**src/sv/slfd_pkg.sv**
```systemverilog
// Types and constants of the sync-word / length-prefixed frame deframer.
// No dependencies; used by the interfaces and the top level.
package slfd_pkg;

    localparam int unsigned POS_W     = 6;
    localparam int unsigned FILL_W    = 3;
    localparam int unsigned LEN_W     = 32;
    localparam int unsigned SYNC_W    = 32;
    localparam int unsigned BYTE_W    = 8;

    // Header offsets
    localparam logic [POS_W-1:0]  SYNC_BYTES = POS_W'(4);
    localparam logic [POS_W-1:0]  LEN_OFFSET = POS_W'(20);
    localparam logic [POS_W-1:0]  LEN_END    = POS_W'(24);
    localparam logic [FILL_W-1:0] WIN_FULL   = FILL_W'(4);

    typedef logic [BYTE_W-1:0] byte_t;
    typedef logic [SYNC_W-1:0] sync_t;
    typedef logic [LEN_W-1:0]  len_t;

    typedef enum logic [2:0] {
        PH_HUNT   = 3'b001,
        PH_HEADER = 3'b010,
        PH_BODY   = 3'b100
    } phase_t;

endpackage

```
**src/sv/slfd_rx_if.sv**
```systemverilog
// Received byte stream channel: valid/ready with one byte of payload.
// Depends on slfd_pkg.
interface slfd_rx_if;
    logic            valid;
    logic            ready;
    slfd_pkg::byte_t rx_byte;

    modport source (output valid, output rx_byte, input ready);
    modport sink   (input valid, input rx_byte, output ready);
endinterface

```
**src/sv/slfd_frame_if.sv**
```systemverilog
// Recovered frame byte channel: valid/ready with byte and frame markers.
// Depends on slfd_pkg.
interface slfd_frame_if;
    logic            valid;
    logic            ready;
    slfd_pkg::byte_t frame_byte;
    logic            is_header;
    logic            first_of_frame;
    logic            last_of_frame;
    logic            resynced;

    modport source (output valid, output frame_byte, output is_header,
                    output first_of_frame, output last_of_frame,
                    output resynced, input ready);
    modport sink   (input valid, input frame_byte, input is_header,
                    input first_of_frame, input last_of_frame,
                    input resynced, output ready);
endinterface

```
**src/sv/slfd_cfg_if.sv**
```systemverilog
// Configuration write channel carrying the sync word register value.
// Depends on slfd_pkg.
interface slfd_cfg_if;
    logic            valid;
    logic            ready;
    slfd_pkg::sync_t sync_word;

    modport source (output valid, output sync_word, input ready);
    modport sink   (input valid, input sync_word, output ready);
endinterface

```
**src/sv/sync_length_frame_deframer_top.sv**
```systemverilog
// Sync-word / length-prefixed frame deframer, top level.
// Depends on slfd_pkg, slfd_rx_if, slfd_frame_if and slfd_cfg_if.
//
// Usage:
//   rx    : received bytes, one transfer per byte.
//   frame : header bytes from offset 4 on, then body bytes, each with
//           is_header, first_of_frame, last_of_frame and resynced marks.
//           The four sync word bytes produce no output transfer.
//   cfg   : writes the 32-bit sync word; always ready. Write it while idle.
// The block hunts over a four-byte sliding window until it matches the
// sync word, then passes the header (body length big-endian at offset 20)
// and that many body bytes. After the last byte it hunts again; bytes
// pushed out of a full window mark the next frame as resynced.
// A byte accepted on rx is registered and offered on frame in the cycle after.
// Throughput: one byte per cycle, set by the single result register;
// rx.ready follows frame.ready when that register holds an untaken byte.
// Reset: hunting, empty window, sync word zero, no output pending.
// A stall on frame holds the result register and drops rx.ready in the
// same cycle; no further byte is taken until the held result is taken.
module sync_length_frame_deframer_top #(
    parameter int unsigned HEADER_BYTES = 24
) (
    input  logic               clk,
    input  logic               rst_n,
    slfd_rx_if.sink            rx,
    slfd_frame_if.source       frame,
    slfd_cfg_if.sink           cfg
);

    localparam int unsigned PW = slfd_pkg::POS_W;
    localparam logic [PW-1:0] HDR_LAST = PW'(HEADER_BYTES - 1);

    slfd_pkg::phase_t             phase_reg, phase_next;
    slfd_pkg::sync_t              window_reg, window_next;
    logic [slfd_pkg::FILL_W-1:0]  fill_reg, fill_next;
    logic [PW-1:0]                pos_reg, pos_next;
    slfd_pkg::len_t               accum_reg, accum_next;
    slfd_pkg::len_t               remain_reg, remain_next;
    logic                         discard_reg, discard_next;
    slfd_pkg::sync_t              sync_word_reg;

    logic                         out_valid_reg, out_valid_next;
    slfd_pkg::byte_t              out_byte_reg;
    logic                         out_hdr_reg, out_first_reg;
    logic                         out_last_reg, out_resync_reg;

    logic                         in_xfer;
    logic                         emit;
    logic                         emit_hdr, emit_first, emit_last;
    slfd_pkg::sync_t              shifted;
    slfd_pkg::len_t               accum_upd;
    slfd_pkg::len_t               remain_dec;

    // Accept a byte whenever the result register is free or being drained
    assign rx.ready  = !out_valid_reg || frame.ready;
    assign in_xfer   = rx.valid && rx.ready;
    assign cfg.ready = 1'b1;

    assign shifted    = {window_reg[slfd_pkg::SYNC_W-9:0], rx.rx_byte};
    assign remain_dec = remain_reg - slfd_pkg::LEN_W'(1);
    assign accum_upd  = (pos_reg >= slfd_pkg::LEN_OFFSET && pos_reg < slfd_pkg::LEN_END)
                        ? {accum_reg[slfd_pkg::LEN_W-9:0], rx.rx_byte} : accum_reg;

    // Next-state logic for one accepted byte
    always_comb
    begin
        phase_next   = phase_reg;
        window_next  = window_reg;
        fill_next    = fill_reg;
        pos_next     = pos_reg;
        accum_next   = accum_reg;
        remain_next  = remain_reg;
        discard_next = discard_reg;
        emit         = 1'b0;
        emit_hdr     = 1'b0;
        emit_first   = 1'b0;
        emit_last    = 1'b0;
        case (phase_reg)
            slfd_pkg::PH_HEADER:
            begin
                emit       = 1'b1;
                emit_hdr   = 1'b1;
                emit_first = (pos_reg == slfd_pkg::SYNC_BYTES);
                accum_next = accum_upd;
                if (pos_reg >= HDR_LAST)
                begin
                    if (accum_upd == '0)
                    begin
                        // empty body: header end closes the frame
                        emit_last    = 1'b1;
                        phase_next   = slfd_pkg::PH_HUNT;
                        window_next  = '0;
                        fill_next    = '0;
                        pos_next     = '0;
                        discard_next = 1'b0;
                    end
                    else
                    begin
                        remain_next = accum_upd;
                        phase_next  = slfd_pkg::PH_BODY;
                        pos_next    = '0;
                    end
                end
                else
                begin
                    pos_next = pos_reg + PW'(1);
                end
            end
            slfd_pkg::PH_BODY:
            begin
                emit        = 1'b1;
                remain_next = remain_dec;
                if (remain_dec == '0)
                begin
                    emit_last    = 1'b1;
                    phase_next   = slfd_pkg::PH_HUNT;
                    window_next  = '0;
                    fill_next    = '0;
                    pos_next     = '0;
                    discard_next = 1'b0;
                end
            end
            default:
            begin
                // hunt: slide the window, drop the oldest byte once full
                window_next = shifted;
                if (fill_reg >= slfd_pkg::WIN_FULL)
                    discard_next = 1'b1;
                else
                    fill_next = fill_reg + slfd_pkg::FILL_W'(1);
                if ((fill_reg >= slfd_pkg::WIN_FULL - slfd_pkg::FILL_W'(1))
                    && shifted == sync_word_reg)
                begin
                    phase_next  = slfd_pkg::PH_HEADER;
                    pos_next    = slfd_pkg::SYNC_BYTES;
                    accum_next  = '0;
                    remain_next = '0;
                end
            end
        endcase
    end

    // Result register valid: load on an emitting transfer, clear when taken
    always_comb
    begin
        out_valid_next = out_valid_reg;
        if (in_xfer)
            out_valid_next = emit;
        else if (frame.ready)
            out_valid_next = 1'b0;
    end

    // Control state
    always_ff @(posedge clk or negedge rst_n)
    begin
        if (!rst_n)
        begin
            phase_reg     <= slfd_pkg::PH_HUNT;
            window_reg    <= '0;
            fill_reg      <= '0;
            pos_reg       <= '0;
            accum_reg     <= '0;
            remain_reg    <= '0;
            discard_reg   <= 1'b0;
            sync_word_reg <= '0;
            out_valid_reg <= 1'b0;
        end
        else
        begin
            if (in_xfer)
            begin
                phase_reg   <= phase_next;
                window_reg  <= window_next;
                fill_reg    <= fill_next;
                pos_reg     <= pos_next;
                accum_reg   <= accum_next;
                remain_reg  <= remain_next;
                discard_reg <= discard_next;
            end
            if (cfg.valid && cfg.ready)
                sync_word_reg <= cfg.sync_word;
            out_valid_reg <= out_valid_next;
        end
    end

    // Result payload
    always_ff @(posedge clk)
    begin
        if (in_xfer && emit)
        begin
            out_byte_reg   <= rx.rx_byte;
            out_hdr_reg    <= emit_hdr;
            out_first_reg  <= emit_first;
            out_last_reg   <= emit_last;
            out_resync_reg <= discard_reg;
        end
    end

    assign frame.valid          = out_valid_reg;
    assign frame.frame_byte     = out_byte_reg;
    assign frame.is_header      = out_hdr_reg;
    assign frame.first_of_frame = out_first_reg;
    assign frame.last_of_frame  = out_last_reg;
    assign frame.resynced       = out_resync_reg;

endmodule

```
**src/flat_wrapper.sv**
```systemverilog
// flat-port wrapper written by rule: the top's interface ports become plain ports
module sync_length_frame_deframer_top_flat 
#(
    parameter int unsigned HEADER_BYTES = 24
)
  (clk, rst_n, rx_valid, rx_rx_byte, rx_ready, frame_valid, frame_frame_byte, frame_is_header, frame_first_of_frame, frame_last_of_frame, frame_resynced, frame_ready, cfg_valid, cfg_sync_word, cfg_ready);
  slfd_rx_if rx_i ();
  slfd_frame_if frame_i ();
  slfd_cfg_if cfg_i ();
  input  logic clk;
  input  logic rst_n;
  input wire logic [$bits(rx_i.valid)-1:0] rx_valid;
  input wire logic [$bits(rx_i.rx_byte)-1:0] rx_rx_byte;
  output wire logic [$bits(rx_i.ready)-1:0] rx_ready;
  output wire logic [$bits(frame_i.valid)-1:0] frame_valid;
  output wire logic [$bits(frame_i.frame_byte)-1:0] frame_frame_byte;
  output wire logic [$bits(frame_i.is_header)-1:0] frame_is_header;
  output wire logic [$bits(frame_i.first_of_frame)-1:0] frame_first_of_frame;
  output wire logic [$bits(frame_i.last_of_frame)-1:0] frame_last_of_frame;
  output wire logic [$bits(frame_i.resynced)-1:0] frame_resynced;
  input wire logic [$bits(frame_i.ready)-1:0] frame_ready;
  input wire logic [$bits(cfg_i.valid)-1:0] cfg_valid;
  input wire logic [$bits(cfg_i.sync_word)-1:0] cfg_sync_word;
  output wire logic [$bits(cfg_i.ready)-1:0] cfg_ready;
  assign rx_i.valid = rx_valid;
  assign rx_i.rx_byte = rx_rx_byte;
  assign rx_ready = rx_i.ready;
  assign frame_valid = frame_i.valid;
  assign frame_frame_byte = frame_i.frame_byte;
  assign frame_is_header = frame_i.is_header;
  assign frame_first_of_frame = frame_i.first_of_frame;
  assign frame_last_of_frame = frame_i.last_of_frame;
  assign frame_resynced = frame_i.resynced;
  assign frame_i.ready = frame_ready;
  assign cfg_i.valid = cfg_valid;
  assign cfg_i.sync_word = cfg_sync_word;
  assign cfg_ready = cfg_i.ready;
  sync_length_frame_deframer_top #(.HEADER_BYTES(HEADER_BYTES)) u_core (.clk(clk), .rst_n(rst_n), .rx(rx_i), .frame(frame_i), .cfg(cfg_i));
endmodule
```
**config.mk**
```make
export PLATFORM = sky130hd
export DESIGN_NAME = sync_length_frame_deframer_top_flat
export DESIGN_NICKNAME = d
export VERILOG_FILES = /design/src/sv/slfd_pkg.sv /design/src/sv/slfd_rx_if.sv /design/src/sv/slfd_frame_if.sv /design/src/sv/slfd_cfg_if.sv /design/src/sv/sync_length_frame_deframer_top.sv /design/src/flat_wrapper.sv
export SDC_FILE = /design/constraint.sdc
export NUM_CORES = 1
export LEC_CHECK = 0
export BUFFER_PORTS_ARGS = -buffer_cell sky130_fd_sc_hd__buf_2
export CORE_UTILIZATION = 55
export CTS_CLUSTER_SIZE = 12
export DETAILED_ROUTE_END_ITERATION = 10
export PLACE_DENSITY = 0.89
export SLEW_MARGIN = 0
export SYNTH_ARGS = -nofsm -noshare
export SYNTH_HDL_FRONTEND = slang
export SYNTH_SLANG_ARGS = --single-unit
```
**constraint.sdc**
```tcl
create_clock -name clk -period 2.8 [get_ports clk]
set_clock_uncertainty 0.1 [all_clocks]
set_input_delay 0 -clock clk [delete_from_list [all_inputs] [get_ports clk]]
set_output_delay 0 -clock clk [all_outputs]
set_load 0.1 [all_outputs]
```
==> qor.csv <==
stage,metric,value,unit
cells_and_area,Storage cell area,3720,sq um
clock_tree,number of H-tree levels,4,
floorplanning,initial standard-cell utilization of the core,57.16,%
synth,count of mapped cells out of synthesis,771,
floorplanning,Rows,42,
outcome,result of the run,finished with violations,
worst_setup_path,data arrival at the endpoint of the critical path,3500,ps
global_routing,number of global-route vias before repair,7181,
floorplanning,Die Ht,120.0,microns
synth,number of unique standard cell types used by synthesis,71,
cells_and_area,area overhead of the layout relative to synthesis,27.51,%
routing,violation count after the first detailed-route iteration,1245,
global_routing,largest net degree at the start of global routing,66,
synth,cell accounting for the most synthesized area,sky130_fd_sc_hd__dfrtp_1,
synth,number of enable-type register cells in the synthesized netlist,12,
power_and_ir_drop,leakage power total,0.004089,uW
clock_tree,clock insertion delay at the later pin of the skew report,450,ps
cells_and_area,Inserted Diodes,0,
clock_tree,root buffer cell,sky130_fd_sc_hd__clkbuf_16,
synth,top_reg_cell synth,sky130_fd_sc_hd__dfrtp_1,
routing,WL final,27830,microns
synth,"Async S/R FF share, synth",91.78,%
routing,number of vias in the routed layout,7625,
flow_run,number of max-cap violations,0,
routing,post-route antenna net violation count,0,
sta,RSZ-0062 raised after global routing,true,
global_routing,overall track demand over capacity in global routing,37.48,%
sta,maximum clock frequency,304.7,MHz
sta,Worst Hold Margin,4.427,ps
synth,Syn. warnings,0,
synth,Mean Syn Cell Area,9.935,sq um
power_and_ir_drop,total power draw,11490,uW
floorplanning,die outline width,120.0,microns
routing,final routed wire length divided by cell count,25.12,microns
sta,portion of the clock cycle consumed by the worst path in the final layout,117.2,%
sta,number of hold violations in the final report,0,
floorplanning,area of the placeable core,13400,sq um
sta,endpoints failing setup,79,
worst_setup_path,library cell appearing most often on the critical path,sky130_fd_sc_hd__buf_4,
cells_and_area,"top library cells by usage in the layout, fill and taps aside","129 x sky130_fd_sc_hd__dfrtp_1, 88 x sky130_fd_sc_hd__nand2_1, 65 x sky130_fd_sc_hd__o21ai_0, 65 x sky130_fd_sc_hd__a21oi_1, 62 x sky130_fd_sc_hd__buf_4",
floorplanning,floorplan die area,14400,sq um
power_and_ir_drop,pwr dens,1176,nW/um^2
worst_setup_path,delay of the slowest critical-path stage,760,ps
worst_setup_path,standard cell with the maximum stage delay on the critical path,sky130_fd_sc_hd__nor4_2,
clock_tree,Max Root-Sink Buffers,2,
floorplanning,IO Count,60,
placed_design,port bufs,58,
clock_tree,CTS buffer count,17,
cells_and_area,fraction of layout cells with a size suffix above 1,26.39,%
synth,area share of the leading cell type in the synthesized netlist,43.45,%
worst_setup_path,maximum fanout count along the critical path,5,
cells_and_area,multi-input gate area in the final layout,3861,sq um
cells_and_area,total number of nets in the final design,970,
worst_setup_path,kind of launch point of the worst setup path,primary input,
placed_design,HPWL after detailed placement,14050,microns
synth,"Cell Area, Synth",7660,sq um
sta,total negative slack,-16300,ps
synth,top post-synthesis cells by area,"sky130_fd_sc_hd__dfrtp_1 43%, sky130_fd_sc_hd__mux2_2 6.8%, sky130_fd_sc_hd__edfxtp_1 4.7%",
placed_design,"number of placed instances, taps included",1022,
worst_setup_path,required time of the worst setup path,3020,ps
global_routing,global-route wire length before repair,39850,microns
cells_and_area,most common library cell in the layout ignoring fill and taps,sky130_fd_sc_hd__dfrtp_1,
worst_setup_path,critical path class,primary input to flip-flop,
power_and_ir_drop,largest voltage drop on the vdd net,0.7668,mV
clock_tree,clock tree from TritonCTS,done,
placed_design,final RePlAce weighted congestion,0.9464,
clock_tree,"Clk pin slew, worst setup/hold paths",80,ps
synth,post-synth net total,822,
global_routing,total congestion overflow,0,
sta,slew at the pin with the worst max-slew slack,1021,ps
sta,count of final max-slew check failures,0,
synth,"flops & latches, synth",146,
sta,Slew Limit Headroom,31.69,%
routing,number of DRC violations after detailed routing,0,
sta,setup slack after layout,-482.5,ps
worst_setup_path,worst-path cell chain,dlygate4sd3_1 -> buf_2 -> nor4_2 -> nand3_1 -> a211oi_1 -> buf_4 -> o21ai_0 -> a21oi_4 -> buf_4 -> nand3_2 -> a32o_1,
routing,ratio of routed vias to standard cells,6.882,
global_routing,antenna violations before repair,1,
routing,drt first pass iters,7,
synth,part of the Yosys area used for sequential elements,48.50,%
sta,minimum clock period,3282,ps
worst_setup_path,crit path capture type,flip-flop,
cells_and_area,FILL cells,807,
outcome,failing checks,setup timing,
clock_tree,sink count of the clock tree,146,
cells_and_area,number of standard cells in the final layout excluding fillers,1108,
hold_path,Hold Crit Class,primary input to asynchronous set/reset pin,
## final cells by class
class | instances | share of cell area, %
repair buffers | 169 | 13.35
inverters | 16 | 0.6149
multi-input cells | 569 | 39.53
well taps | 176 | 2.255
clock buffers | 18 | 4.612
clock inverters | 14 | 1.550
flip-flops and latches | 146 | 38.09
## worst max-delay path: cells and delay by family
| family | cells | cell delay (ps) |
|---|---|---|
| compound gates | 4 | 1050 |
| buf+inv | 4 | 1190 |
| simple gates | 3 | 1250 |
## report_power, final
group / switching [uW] / internal, uW / leakage (uW) / total [uW]
Combinational: 3490 / 2240 / 0.00196 / 5730
Clock: 1100 / 1250 / 0.000294 / 2350
Sequential: 710 / 2710 / 0.00183 / 3420
Total: 5300 / 6190 / 0.00409 / 11500
## synth_stat cells, drive strengths merged (5+ instances only)
cell type,n
o21ai,70
nor3,20
dfrtp,133
nand2,89
a22o,31
clkbuf,32
mux2,59
buf,10
inv,15
nor2,58
a31oi,20
a21oi,67
nor4,21
ha,6
xnor2,34
and2,5
o22ai,6
nand3,12
nand4,16
edfxtp,12
## final timing paths
| check | start | end | slack (ps) | depth (start not counted) |
|---|---|---|---|---|
| worst max-delay path | rx_rx_byte[2] | u_core.fill_reg[1] | -480 | 11 |
| worst min-delay path | rst_n | u_core.sync_word_reg[18] | 4 | 2 |
| worst max register to register | u_core.remain_reg[0] | u_core.fill_reg[1] | -170 | 12 |
| worst min register to register | u_core.remain_reg[27] | u_core.remain_reg[27] | 420 | 2 |
| max in group asynchronous | rst_n | u_core.remain_reg[25] | 1750 | 3 |
| min in group clk | cfg_valid | u_core.sync_word_reg[1] | 170 | 2 |
## per-layer routing
layer  track usage, %  part of all wire (%)  vias up
li1                 -                     -     3104
met1            43.43                    34     3590
met2            59.02                    46      703
met3            10.50                    11      228
met4            28.28                   8.9        0
met5                0                     0        -
## through the flow
stage	setup slack [ps]	util [%]	cell area, sq um
floorplan	-38.46	-	7690
global placement	-6.511	63.47	8506
detailed placement	-81.93	63.47	8506
CTS	7.424	71.60	9594
global route	-518.9	72.89	9767
finish	-482.5	72.89	9767
## timing repair
action | CTS | global route
hold endpoints to repair | 188 | 0
hold buffers | 43 | 0
resized for setup | 4 | 18
pin swaps | 1 | 23
buffers inserted | 2 | 7
gates cloned | 1 | 1
endpoints found under the setup margin | 29 | 99
## cells by family (layout without fill, tap and decap cells)
family / count (synthesis) / in the layout / synth area share, %
DFF: 146 / 146 / 48.50
other: 1 / 1 / 0.04896
xor gates and xnor gates: 36 / 36 / 4.116
AOI/OAI and AO/OA: 217 / 217 / 17.66
muxes: 59 / 59 / 8.674
adders and majority gates: 6 / 6 / 0.9800
and+or+nand+nor: 248 / 250 / 16.82
buffers and inverters: 58 / 217 / 3.201
No activity file was read; power rests on OpenSTA's default activity.
